File: src/rtl/core/ffd_pkg.sv
// shared constants, codes and types of the flooding duplicate filter
// no dependencies; compiled first
package ffd_pkg;

  // ring geometry
  localparam int RING_END     = 99;
  localparam int RING_RESTART = 10;
  localparam int IDX_W        = $clog2(RING_END);
  localparam int PTR_W        = $clog2(RING_END + 1);

  // header field widths
  localparam int BYTE_W  = 8;
  localparam int IDENT_W = 3 * BYTE_W;
  localparam int ACT_W   = 2;

  // configuration port
  localparam int PADDR_W = 2;
  localparam int PDATA_W = 32;
  localparam logic [PADDR_W-1:0] REG_OWN_ADDRESS = 2'd0;

  // action codes of a result
  localparam logic [ACT_W-1:0] ACT_DROP     = 2'd0;
  localparam logic [ACT_W-1:0] ACT_DELIVER  = 2'd1;
  localparam logic [ACT_W-1:0] ACT_ACK_RCVD = 2'd2;
  localparam logic [ACT_W-1:0] ACT_FORWARD  = 2'd3;

  typedef enum logic [1:0] {
    ST_IDLE,
    ST_SCAN,
    ST_LAST,
    ST_DECIDE
  } ctrl_state_t;

  // controller to datapath
  typedef struct packed {
    logic load;
    logic scan;
    logic commit;
  } ffd_cmd_t;

  // datapath to controller
  typedef struct packed {
    logic last_addr;
    logic out_free;
  } ffd_status_t;

endpackage

File: src/rtl/core/ffd_if.sv
// request channels of the duplicate filter: header in, result out
// depends on ffd_pkg
interface ffd_in_if;
  import ffd_pkg::*;
  logic              valid;
  logic              ready;
  logic [BYTE_W-1:0] dest_address;
  logic [BYTE_W-1:0] src_address;
  logic [BYTE_W-1:0] seq_high_byte;
  logic [BYTE_W-1:0] seq_low_byte;
  logic              is_ack;

  modport source (output valid, dest_address, src_address, seq_high_byte,
                  seq_low_byte, is_ack, input ready);
  modport sink (input valid, dest_address, src_address, seq_high_byte,
                seq_low_byte, is_ack, output ready);
endinterface

interface ffd_out_if;
  import ffd_pkg::*;
  logic              valid;
  logic              ready;
  logic [ACT_W-1:0]  action;
  logic [BYTE_W-1:0] out_dest;
  logic [BYTE_W-1:0] out_src;
  logic              out_is_ack;

  modport source (output valid, action, out_dest, out_src, out_is_ack,
                  input ready);
  modport sink (input valid, action, out_dest, out_src, out_is_ack,
                output ready);
endinterface

File: src/rtl/core/ffd_ctrl.sv
// controller: sequences load, ring scan and commit of one request
// depends on ffd_pkg
module ffd_ctrl (
  input  logic                  clk,
  input  logic                  rst,
  input  logic                  in_valid,
  output logic                  in_ready,
  input  ffd_pkg::ffd_status_t  status,
  output ffd_pkg::ffd_cmd_t     cmd
);
  import ffd_pkg::*;

  ctrl_state_t state;
  ctrl_state_t state_next;

  // state register
  always_ff @(posedge clk) begin
    if (rst) begin
      state <= ST_IDLE;
    end else begin
      state <= state_next;
    end
  end

  // next state
  always_comb begin
    state_next = state;
    case (state)
      ST_IDLE: begin
        if (in_valid) state_next = ST_SCAN;
      end
      ST_SCAN: begin
        if (status.last_addr) state_next = ST_LAST;
      end
      ST_LAST: begin
        state_next = ST_DECIDE;
      end
      ST_DECIDE: begin
        if (status.out_free) state_next = ST_IDLE;
      end
      default: begin
        state_next = ST_IDLE;
      end
    endcase
  end

  // outputs
  always_comb begin
    in_ready   = 1'b0;
    cmd.load   = 1'b0;
    cmd.scan   = 1'b0;
    cmd.commit = 1'b0;
    case (state)
      ST_IDLE: begin
        in_ready = 1'b1;
        cmd.load = in_valid;
      end
      ST_SCAN: begin
        cmd.scan = 1'b1;
      end
      ST_LAST: begin
      end
      ST_DECIDE: begin
        cmd.commit = status.out_free;
      end
      default: begin
      end
    endcase
  end

endmodule

File: src/rtl/core/ffd_datapath.sv
// datapath: header register, two seen rings with scan compare, result register
// depends on ffd_pkg
module ffd_datapath (
  input  logic                          clk,
  input  logic                          rst,
  input  ffd_pkg::ffd_cmd_t             cmd,
  output ffd_pkg::ffd_status_t          status,
  input  logic [ffd_pkg::BYTE_W-1:0]    own_address,
  input  logic [ffd_pkg::BYTE_W-1:0]    dest_address,
  input  logic [ffd_pkg::BYTE_W-1:0]    src_address,
  input  logic [ffd_pkg::BYTE_W-1:0]    seq_high_byte,
  input  logic [ffd_pkg::BYTE_W-1:0]    seq_low_byte,
  input  logic                          is_ack,
  output logic                          out_valid,
  input  logic                          out_ready,
  output logic [ffd_pkg::ACT_W-1:0]     action,
  output logic [ffd_pkg::BYTE_W-1:0]    out_dest,
  output logic [ffd_pkg::BYTE_W-1:0]    out_src,
  output logic                          out_is_ack
);
  import ffd_pkg::*;

  // held header
  logic [BYTE_W-1:0]  hdr_dest;
  logic [BYTE_W-1:0]  hdr_src;
  logic [IDENT_W-1:0] hdr_ident;
  logic               hdr_ack;

  // rings
  logic [IDENT_W-1:0] data_mem [RING_END];
  logic [IDENT_W-1:0] ack_mem  [RING_END];
  logic [RING_END-1:0] data_valid;
  logic [RING_END-1:0] ack_valid;
  logic [PTR_W-1:0]   data_ptr;
  logic [PTR_W-1:0]   ack_ptr;

  // scan
  logic [IDX_W-1:0]   scan_idx;
  logic               rd_pend;
  logic               rd_vld;
  logic [IDENT_W-1:0] rd_data;
  logic               hit;

  // decision
  logic               to_me;
  logic               from_me;
  logic               record;
  logic [PTR_W-1:0]   ring_ptr;
  logic [PTR_W-1:0]   wr_ptr;
  logic [ACT_W-1:0]   action_next;
  logic [BYTE_W-1:0]  out_dest_next;
  logic [BYTE_W-1:0]  out_src_next;
  logic               out_is_ack_next;

  // header capture
  always_ff @(posedge clk) begin
    if (cmd.load) begin
      hdr_dest  <= dest_address;
      hdr_src   <= src_address;
      hdr_ident <= {src_address, seq_high_byte, seq_low_byte};
      hdr_ack   <= is_ack;
    end
  end

  // scan address counter
  always_ff @(posedge clk) begin
    if (cmd.load) begin
      scan_idx <= '0;
    end else if (cmd.scan) begin
      scan_idx <= scan_idx + IDX_W'(1);
    end
  end

  // registered ring read at the scan address
  always_ff @(posedge clk) begin
    if (hdr_ack) begin
      rd_data <= ack_mem[scan_idx];
      rd_vld  <= ack_valid[scan_idx];
    end else begin
      rd_data <= data_mem[scan_idx];
      rd_vld  <= data_valid[scan_idx];
    end
  end

  // match accumulation
  always_ff @(posedge clk) begin
    if (rst) begin
      rd_pend <= 1'b0;
      hit     <= 1'b0;
    end else begin
      rd_pend <= cmd.scan;
      if (cmd.load) begin
        hit <= 1'b0;
      end else if (rd_pend && rd_vld && (rd_data == hdr_ident)) begin
        hit <= 1'b1;
      end
    end
  end

  // routing decision
  always_comb begin
    to_me           = (hdr_dest == own_address);
    from_me         = (hdr_src == own_address);
    record          = !hit && (to_me || !from_me);
    action_next     = ACT_DROP;
    out_dest_next   = '0;
    out_src_next    = '0;
    out_is_ack_next = 1'b0;
    if (!hit) begin
      if (to_me) begin
        if (!hdr_ack) begin
          action_next     = ACT_DELIVER;
          out_dest_next   = hdr_src;
          out_src_next    = hdr_dest;
          out_is_ack_next = 1'b1;
        end else begin
          action_next = ACT_ACK_RCVD;
        end
      end else if (!from_me) begin
        action_next     = ACT_FORWARD;
        out_dest_next   = hdr_dest;
        out_src_next    = hdr_src;
        out_is_ack_next = hdr_ack;
      end
    end
  end

  // write pointer with wrap back to the restart entry
  always_comb begin
    ring_ptr = hdr_ack ? ack_ptr : data_ptr;
    wr_ptr   = (ring_ptr >= PTR_W'(RING_END)) ? PTR_W'(RING_RESTART) : ring_ptr;
  end

  // ring contents
  always_ff @(posedge clk) begin
    if (cmd.commit && record) begin
      if (hdr_ack) begin
        ack_mem[wr_ptr[IDX_W-1:0]] <= hdr_ident;
      end else begin
        data_mem[wr_ptr[IDX_W-1:0]] <= hdr_ident;
      end
    end
  end

  // valid bits and pointers
  always_ff @(posedge clk) begin
    if (rst) begin
      data_valid <= '0;
      ack_valid  <= '0;
      data_ptr   <= '0;
      ack_ptr    <= '0;
    end else if (cmd.commit && record) begin
      if (hdr_ack) begin
        ack_valid[wr_ptr[IDX_W-1:0]] <= 1'b1;
        ack_ptr <= wr_ptr + PTR_W'(1);
      end else begin
        data_valid[wr_ptr[IDX_W-1:0]] <= 1'b1;
        data_ptr <= wr_ptr + PTR_W'(1);
      end
    end
  end

  // result register
  always_ff @(posedge clk) begin
    if (rst) begin
      out_valid <= 1'b0;
    end else if (cmd.commit) begin
      out_valid <= 1'b1;
    end else if (out_ready) begin
      out_valid <= 1'b0;
    end
  end

  always_ff @(posedge clk) begin
    if (cmd.commit) begin
      action     <= action_next;
      out_dest   <= out_dest_next;
      out_src    <= out_src_next;
      out_is_ack <= out_is_ack_next;
    end
  end

  // status
  assign status.last_addr = (scan_idx == IDX_W'(RING_END - 1));
  assign status.out_free  = !out_valid || out_ready;

`ifndef ASSERT_OFF
  a_commit_no_overwrite: assert property (@(posedge clk) disable iff (rst)
    cmd.commit |-> (!out_valid || out_ready))
    else $error("result overwritten before it was taken");

  a_commit_sets_valid: assert property (@(posedge clk) disable iff (rst)
    cmd.commit |=> out_valid)
    else $error("committed result not presented");

  a_ptr_range: assert property (@(posedge clk) disable iff (rst)
    (data_ptr <= PTR_W'(RING_END)) && (ack_ptr <= PTR_W'(RING_END)))
    else $error("ring pointer beyond ring end");

  a_no_scan_commit: assert property (@(posedge clk) disable iff (rst)
    !(cmd.scan && cmd.commit) && !(cmd.load && cmd.scan))
    else $error("overlapping controller commands");
`endif

endmodule

File: src/rtl/core/flood_forward_dedup.sv
// top level of the flooding duplicate filter: APB register, controller, datapath
// depends on ffd_pkg, ffd_if, ffd_ctrl and ffd_datapath
// requests are taken one at a time, in the idle state only; each is scanned against
//   the 99 ring entries through one registered read port, one entry per cycle, and its
//   result is registered at commit, which waits until the previous result is taken
// reset: synchronous; both rings empty and pointers zero at once (valid bits
//   in flip-flops, no clearing pass), own_address zero, result channel empty
module flood_forward_dedup (
  input  logic                        clk,
  input  logic                        rst,
  ffd_in_if.sink                      in_ch,
  ffd_out_if.source                   out_ch,
  input  logic                        psel,
  input  logic                        penable,
  input  logic                        pwrite,
  input  logic [ffd_pkg::PADDR_W-1:0] paddr,
  input  logic [ffd_pkg::PDATA_W-1:0] pwdata,
  output logic [ffd_pkg::PDATA_W-1:0] prdata,
  output logic                        pready
);
  import ffd_pkg::*;

  logic [BYTE_W-1:0] own_address;
  ffd_cmd_t          cmd;
  ffd_status_t       status;

  // configuration register
  always_ff @(posedge clk) begin
    if (rst) begin
      own_address <= '0;
    end else if (psel && penable && pwrite && (paddr == REG_OWN_ADDRESS)) begin
      own_address <= pwdata[BYTE_W-1:0];
    end
  end

  // register read back
  always_comb begin
    prdata = '0;
    if (paddr == REG_OWN_ADDRESS) begin
      prdata = PDATA_W'(own_address);
    end
  end

  assign pready = 1'b1;

  // control sequencer
  ffd_ctrl u_ctrl (
    .clk      (clk),
    .rst      (rst),
    .in_valid (in_ch.valid),
    .in_ready (in_ch.ready),
    .status   (status),
    .cmd      (cmd)
  );

  // rings and decision
  ffd_datapath u_datapath (
    .clk           (clk),
    .rst           (rst),
    .cmd           (cmd),
    .status        (status),
    .own_address   (own_address),
    .dest_address  (in_ch.dest_address),
    .src_address   (in_ch.src_address),
    .seq_high_byte (in_ch.seq_high_byte),
    .seq_low_byte  (in_ch.seq_low_byte),
    .is_ack        (in_ch.is_ack),
    .out_valid     (out_ch.valid),
    .out_ready     (out_ch.ready),
    .action        (out_ch.action),
    .out_dest      (out_ch.out_dest),
    .out_src       (out_ch.out_src),
    .out_is_ack    (out_ch.out_is_ack)
  );

endmodule
File: src/flat_wrapper.sv
// flat-port wrapper written by rule: the top's interface ports become plain ports
module flood_forward_dedup_flat import ffd_pkg::*;
  (clk, rst, psel, penable, pwrite, paddr, pwdata, prdata, pready, in_ch_valid, in_ch_dest_address, in_ch_src_address, in_ch_seq_high_byte, in_ch_seq_low_byte, in_ch_is_ack, in_ch_ready, out_ch_valid, out_ch_action, out_ch_out_dest, out_ch_out_src, out_ch_out_is_ack, out_ch_ready);
  ffd_in_if in_ch_i ();
  ffd_out_if out_ch_i ();
  input  logic clk;
  input  logic rst;
  input  logic psel;
  input  logic penable;
  input  logic pwrite;
  input  logic [ffd_pkg::PADDR_W-1:0] paddr;
  input  logic [ffd_pkg::PDATA_W-1:0] pwdata;
  output logic [ffd_pkg::PDATA_W-1:0] prdata;
  output logic pready;
  input wire logic [$bits(in_ch_i.valid)-1:0] in_ch_valid;
  input wire logic [$bits(in_ch_i.dest_address)-1:0] in_ch_dest_address;
  input wire logic [$bits(in_ch_i.src_address)-1:0] in_ch_src_address;
  input wire logic [$bits(in_ch_i.seq_high_byte)-1:0] in_ch_seq_high_byte;
  input wire logic [$bits(in_ch_i.seq_low_byte)-1:0] in_ch_seq_low_byte;
  input wire logic [$bits(in_ch_i.is_ack)-1:0] in_ch_is_ack;
  output wire logic [$bits(in_ch_i.ready)-1:0] in_ch_ready;
  output wire logic [$bits(out_ch_i.valid)-1:0] out_ch_valid;
  output wire logic [$bits(out_ch_i.action)-1:0] out_ch_action;
  output wire logic [$bits(out_ch_i.out_dest)-1:0] out_ch_out_dest;
  output wire logic [$bits(out_ch_i.out_src)-1:0] out_ch_out_src;
  output wire logic [$bits(out_ch_i.out_is_ack)-1:0] out_ch_out_is_ack;
  input wire logic [$bits(out_ch_i.ready)-1:0] out_ch_ready;
  assign in_ch_i.valid = in_ch_valid;
  assign in_ch_i.dest_address = in_ch_dest_address;
  assign in_ch_i.src_address = in_ch_src_address;
  assign in_ch_i.seq_high_byte = in_ch_seq_high_byte;
  assign in_ch_i.seq_low_byte = in_ch_seq_low_byte;
  assign in_ch_i.is_ack = in_ch_is_ack;
  assign in_ch_ready = in_ch_i.ready;
  assign out_ch_valid = out_ch_i.valid;
  assign out_ch_action = out_ch_i.action;
  assign out_ch_out_dest = out_ch_i.out_dest;
  assign out_ch_out_src = out_ch_i.out_src;
  assign out_ch_out_is_ack = out_ch_i.out_is_ack;
  assign out_ch_i.ready = out_ch_ready;
  flood_forward_dedup u_core (.clk(clk), .rst(rst), .in_ch(in_ch_i), .out_ch(out_ch_i), .psel(psel), .penable(penable), .pwrite(pwrite), .paddr(paddr), .pwdata(pwdata), .prdata(prdata), .pready(pready));
endmodule
File: config.mk
export PLATFORM = sky130hd
export DESIGN_NAME = flood_forward_dedup_flat
export DESIGN_NICKNAME = d
export VERILOG_FILES = /design/src/rtl/core/ffd_pkg.sv /design/src/rtl/core/ffd_if.sv /design/src/rtl/core/ffd_ctrl.sv /design/src/rtl/core/ffd_datapath.sv /design/src/rtl/core/flood_forward_dedup.sv /design/src/flat_wrapper.sv
export SDC_FILE = /design/constraint.sdc
export NUM_CORES = 2
export LEC_CHECK = 0
export ABC_CLOCK_PERIOD_IN_PS = 12700
export BUFFER_PORTS_ARGS = -buffer_cell sky130_fd_sc_hd__buf_2
export CAP_MARGIN = 20
export CORE_MARGIN = 4
export CORE_UTILIZATION = 30
export CTS_BUF_LIST = sky130_fd_sc_hd__clkbuf_8
export DETAILED_ROUTE_END_ITERATION = 8
export GPL_TIMING_DRIVEN = 0
export SLEW_MARGIN = 20
export SYNTH_ARGS = -nofsm -noshare
export SYNTH_HDL_FRONTEND = slang
export SYNTH_MEMORY_MAX_BITS = 65536
export SYNTH_SLANG_ARGS = --single-unit
export TNS_END_PERCENT = 30
File: constraint.sdc
create_clock -name clk -period 12.7 [get_ports clk]
set_input_delay 0.635 -clock clk [delete_from_list [all_inputs] [get_ports clk]]
set_output_delay 0.635 -clock clk [all_outputs]
set_load 0.01 [all_outputs]
# [Word-level counts from Yosys, hierarchy flattened]
# Memories as Yosys holds them, arrays and structs flattened. A register that Yosys moved wholly into a read port is not among the register bits.
# Index checks and enable logic that the tools add are counted.
[totals] output_inout_bits=54 memories=2 wordCells=103 inputBits=74 reg_bits=317 mem_bits_rw=4752
[mem_list] name="u_core.u_datapath.ack_mem" words=99 width=24 read_ports=1 rd_ports_with_merged_regs=1 wr=1 line="ffd_datapath.sv:31" text="logic [IDENT_W-1:0] ack_mem [RING_END];"
[mem_list] name="u_core.u_datapath.data_mem" words=99 width=24 read_ports=1 rd_ports_with_merged_regs=1 wr=1 line="ffd_datapath.sv:30" text="logic [IDENT_W-1:0] data_mem [RING_END];"
[classes] muxes=42 eq_ne=10 addsub=2 reduce_logical=20 order_cmp=4 n_bitwise=3
[ops] cell="$or A99 B99 Y99" n=2
[ops] cell="$mux W8" n=7
[ops] cell="$mux W7" n=6
[ops] cell="$eq A24 B24 Y1" n=1
[ops] cell="$mux W24" n=1
[ops] cell="$mux W1" n=18
[ops] cell="$eq A8 B8 Y1" n=2
[ops] cell="$lt A7 B8 Y1 const B" n=2
[ops] cell="$add A7 B1 Y7 const B" n=2
[ops] cell="$bmux W1 S7" n=2
[ops] cell="$mux W2" n=6
[ops] cell="$logic_and A1 B1 Y1" n=8
[ops] cell="$pmux W2 S4" n=1
[ops] cell="$demux W1 S7" n=1
[ops] cell="$eq A7 B7 Y1 const B" n=1
[ops] cell="$ge A7 B1 Y1 const B" n=1
[ops] cell="$ge A7 B7 Y1 const B" n=1
[ops] cell="$eq A2 B2 Y1 const B" n=2
[ops] cell="$logic_not A2 Y1" n=2
[ops] cell="$ne A2 B2 Y1 const B" n=2
[ops] cell="$reduce_and A2 Y1" n=2
[ops] cell="$logic_not A1 Y1" n=3
[ops] cell="$reduce_and A3 Y1" n=1
[ops] cell="$eq A2 B1 Y1 const B" n=1
[ops] cell="other kinds (5)" n=6

# [Depth between registers and ports, before layout]
[logic_depth] ltp_word=8 depth_mapped=12 mapped_depth_nobuf=7

# [By module]
# Synthesis repeated with hierarchy kept, for this count alone.
[unflattened] cells_unflattened=8862 area_unflattened_um2=194345.1
[by_module_without_submodules] module="ffd_datapath" cells_per_inst=8770 seq_area_each_um2=149343.2 n_inst=1 area_each_um2=193520.6
[by_module_without_submodules] module="flood_forward_dedup" cells_per_inst=71 seq_area_each_um2=160.2 n_inst=1 area_each_um2=625.6
[by_module_without_submodules] module="ffd_ctrl" cells_per_inst=21 seq_area_each_um2=40.0 n_inst=1 area_each_um2=198.9

# [Worst setup path before layout]
# No wires, ideal clock.
[synth_timing] path_type="register to register" start="register u_core.u_datapath.hdr_src[7]" end="memory u_core.u_datapath.ack_mem[95][0] (netlist name), enable pin" arrival_ns=5.221 n_path_buf=0 t_required_ns=12.265 synth_period_minus_slack_ns=5.656 setup_slack_ns=7.044 path_stages_with_launch=7 setup_ns=0.435 cell_sequence="edfxtp_1 -> xnor2_1 -> nand4_1 -> a211oi_4 -> nor3_1 -> nand2_1 -> nor3_1"
[synth_via] elab_chain_cells=7
[synth_lines] element="from (decl)" line="ffd_datapath.sv:25" text="logic [BYTE_W-1:0] hdr_src;"
[synth_lines] element="from (signal assigned)" line="ffd_datapath.sv:59" text="hdr_src <= src_address;"
[synth_lines] element="$eq A8 B8 Y1" line="ffd_datapath.sv:103" text="from_me = (hdr_src == own_address);"
[synth_lines] element="$logic_not A1 Y1"
[synth_lines] element="$logic_or A1 B1 Y1" line="ffd_datapath.sv:104" text="record = !hit && (to_me || !from_me);"
[synth_lines] element="$logic_and A1 B1 Y1" line="ffd_datapath.sv:104"
[synth_lines] element="$logic_and A1 B1 Y1" line="ffd_datapath.sv:136" text="if (cmd.commit && record) begin"
[synth_lines] element="$mux W1" line="ffd_datapath.sv:136"
[synth_lines] element="$mux W1 (not written as such)" line="ffd_datapath.sv:138" text="ack_mem[wr_ptr[IDX_W-1:0]] <= hdr_ident;"
[synth_lines] element="to (decl)" line="ffd_datapath.sv:31"
# No other way between the ends.

==> impl_metrics.toml <==
[run_status]
run_status = "complete, no violations"

[die]
core_region_area_um2 = 642000
num_io_pins = 128
die_w_um = 811
die_h_um = 811
fp.dieArea_um2 = 657000
rows = 294
initial_core_util = 0.301

[drt]
wl_per_cell_um = 32.3
num_vias = 107000
drc = 0
routed_wl_um = 642000
met2_length_um = 280000
wl_met3_um = 85100
antenna_left = 0
drt_iter0_markers = 16600
highest_layer = "met5"
met1_length_um = 240000
firstDrtPassIters = 6
vias_per_cell = 5.37

[pwr]
p_leak_nw = 72.0
p_total_mw = 42.5
ir_worst_vdd_mv = 0.138
p_per_area_nw_per_um2 = 184

[worst_setup_path]
cp_cell_sequence = "buf_2, buf_2, buf_2, buf_2, mux4_2, a22oi_1, nand4_1, o31ai_1, o32ai_1"
cp_slowest_cell = "o31ai_1"
r2r_setup_slack_ns = 6.55
crit_family = "buffers and inverters"
cp_common_cell = "buf_2"
arrival_ns = 7.25
r2r-end = "u_core.u_datapath.rd_data[15]$_DFF_P_"
critPathCaptureType = "flop"
cp_num_buf_inv = 4
cp-start-kind = "flop"
crit_required_ns = 13.80
cp_slowest_stage_delay_ns = 1.09
worstPathMaxFanout = 10
r2r_cells = 9
worstSetupPathType = "flop to flop"

[yosys]
synthCells = 9137
synth-edff-count = 4804
synthTopCellsByArea = "edfxtp_1 (75%), mux4_2 (14%), dfxtp_1 (2.7%), a22oi_1 (1.2%), mux2i_1 (1.2%)"
synth_common_cells = "edfxtp_1 (4,804), mux4_2 (1,170), nor2_1 (451)"
yosys_warnings = 0
ys_seq_area_frac = 0.774
synth.distinct_cells = 64
yosysMostFrequentCell = "edfxtp_1"
synth_top_area_share = 0.746
ys_ff_latch = 5068
synthesis.area_um2 = 193000
synth_top_cell_by_area = "edfxtp_1"
syn_avg_cell_area_um2 = 21.2
synth-async-reset-ratio = 0
ys.flop_type = "edfxtp_1"

[min_path]
hp-class = "input port to flop"
whs_endpoint = "u_core.u_datapath.hdr_ident[5]$_DFFE_PP_"
min_path_cells = 2
worstHoldStart = "in_ch_seq_low_byte[5]"

[clock_tree]
cts_root_buffer = "clkbuf_8"
clkTransAtPathRegs_ns = 0.06
cts_tree = "built"
numClockSinks = 5068
numCtsBuffers = 789
postCtsSetupBuffers = 0
cts_max_level = 6
clk_latency_ns = 1.36
clk_path_buf_depth = 4

[finish]
synthToLayoutAreaGrowth_pct = 19.6
instances_no_fill = 19800
final_nets = 10700
drive_gt1_frac = 0.299

[placed_design]
io_buffers = 78
dp.cells = 18300
dp_hpwl_um = 457000
gp_congestion = 0.974

[run]
drv_cap = 0

[timing]
slew_viol_final = 0
fmax_mhz = 163
rsz0062_at_grt = "no"
worstMarginPinSlew_ns = 1.38
max_slew_margin = 0.0793
finalCriticalPeriod_ns = 6.15
hold_violations = 0
setup_violations = 0
fin_crit_sh = 0.484
clock_skew_ns = 0.124

[grt]
antenna_found_initial = 46
grt_remaining_overflow = 0
grt_max_degree = 33
grt_usage = 0.189
grt_pass1_vias = 103000
grt_pass1_wl_um = 867000
==> how the worst max path moves through the flow <==
stage	to	slack [ns]	depth (start not counted)
floorplan	u_core.u_datapath.ack_mem[95][0]$_DFFE_PP_	7.04	6
global route	u_core.u_datapath.rd_data[14]$_DFF_P_	6.70	9
finish	u_core.u_datapath.rd_data[15]$_DFF_P_	6.55	9
global placement	u_core.u_datapath.data_mem[95][10]$_DFFE_PP_	-0.35	6
CTS	u_core.u_datapath.rd_data[14]$_DFF_P_	6.70	9
detailed placement	u_core.u_datapath.rd_data[14]$_DFF_P_	6.74	9
==> area by class of cell <==
cell class	instances	area, um2
antenna	30	75.1
buffer	581	2780
clock buffer	820	11300
clock inverter	597	3130
fill	58800	410000
inverter	74	278
multi-input combinational	3437	42400
sequential	5068	150000
tap	8584	10700
timing repair buffer	656	10900
==> registers in the layout, summed over array words and instances, names as in the netlist, 2 cells and up, named ones only <==
register	cells
u_core.u_ctrl.state	2
u_core.u_datapath.data_ptr	7
u_core.u_datapath.hdr_ident	16
u_core.u_datapath.data_mem	2376
u_core.u_datapath.data_valid	99
u_core.u_datapath.action	2
u_core.u_datapath.out_dest	8
u_core.u_datapath.scan_idx	7
u_core.own_address	8
u_core.u_datapath.ack_valid	99
u_core.u_datapath.hdr_src	8
u_core.u_datapath.hdr_dest	8
u_core.u_datapath.out_src	8
u_core.u_datapath.ack_mem	2376
u_core.u_datapath.ack_ptr	7
u_core.u_datapath.rd_data	24
==> power breakdown <==
part	internal (mW)	switching, mW
Combinational	3.57	6.69
Clock	6.32	6.55
Sequential	19.3	0.110
Total	29.2	13.3
==> cell families after synthesis <==
kind of cell	after synthesis	synth area share
AO/OA/AOI/OAI	1035	0.0364
flip-flops	5068	0.774
XOR/XNOR	48	0.00218
buffers and inverters	655	0.0152
adder cells (fa/ha/maj)	6	0.000388
other	2	0.0000389
multiplexers	1462	0.152
AND/OR/NAND/NOR	861	0.0200
==> repair_timing <==
action / 4_1_cts / 5_1_grt
hold endpoints to repair: 66 / 0
gates resized for setup: 0 / 0
hold buffers: 77 / 0
endpoints found under the setup margin: 0 / 0
==> layout by cell type (no fill, tap or decap), drive strengths merged, types with 46 or more instances in the layout <==
cell type and count:
dlygate4sd3 77, a221oi 80, a31oi 74, clkbuf 1088, o21ai 47, a22oi 314
dfxtp 264, inv 399, nor2 452, clkinv 244, mux4 1170, nand2 155
mux2 69, buf 886, nand3 46, o22ai 145, a21oi 221, mux2i 223
edfxtp 4804
==> worst register-to-register path, delay by kind of cell (launching register included) <==
kind	cells	cell delay, ns
simple gates	1	0.43
flops	1	0.33
buf+inv	4	2.54
compound gates	3	2.04
mux	1	0.63
==> metrics by stage <==
| stage | setup TNS, ns | area [um2] | hold slack [ns] | utilization | worst slack (ns) |
|---|---|---|---|---|---|
| global route | 0 | 231000 | 0.0643 | 0.360 | 6.70 |
| global placement | -8.36 | 204000 | 0.443 | 0.319 | -0.353 |
| finish | 0 | 231000 | 0.108 | 0.360 | 6.55 |
| detailed placement | 0 | 216000 | 0.453 | 0.336 | 6.74 |
| floorplan | 0 | 193000 | 0.431 | - | 7.04 |
| CTS | 0 | 231000 | 0.000732 | 0.360 | 6.70 |
==> layer usage <==
metal	global-route usage	vias up
met1	0.249	56200
met4	0.0952	24
met5	0.000507	-
li1	-	41500
met2	0.278	7470
met3	0.0650	1289
(Power assumes the default switching activity.)
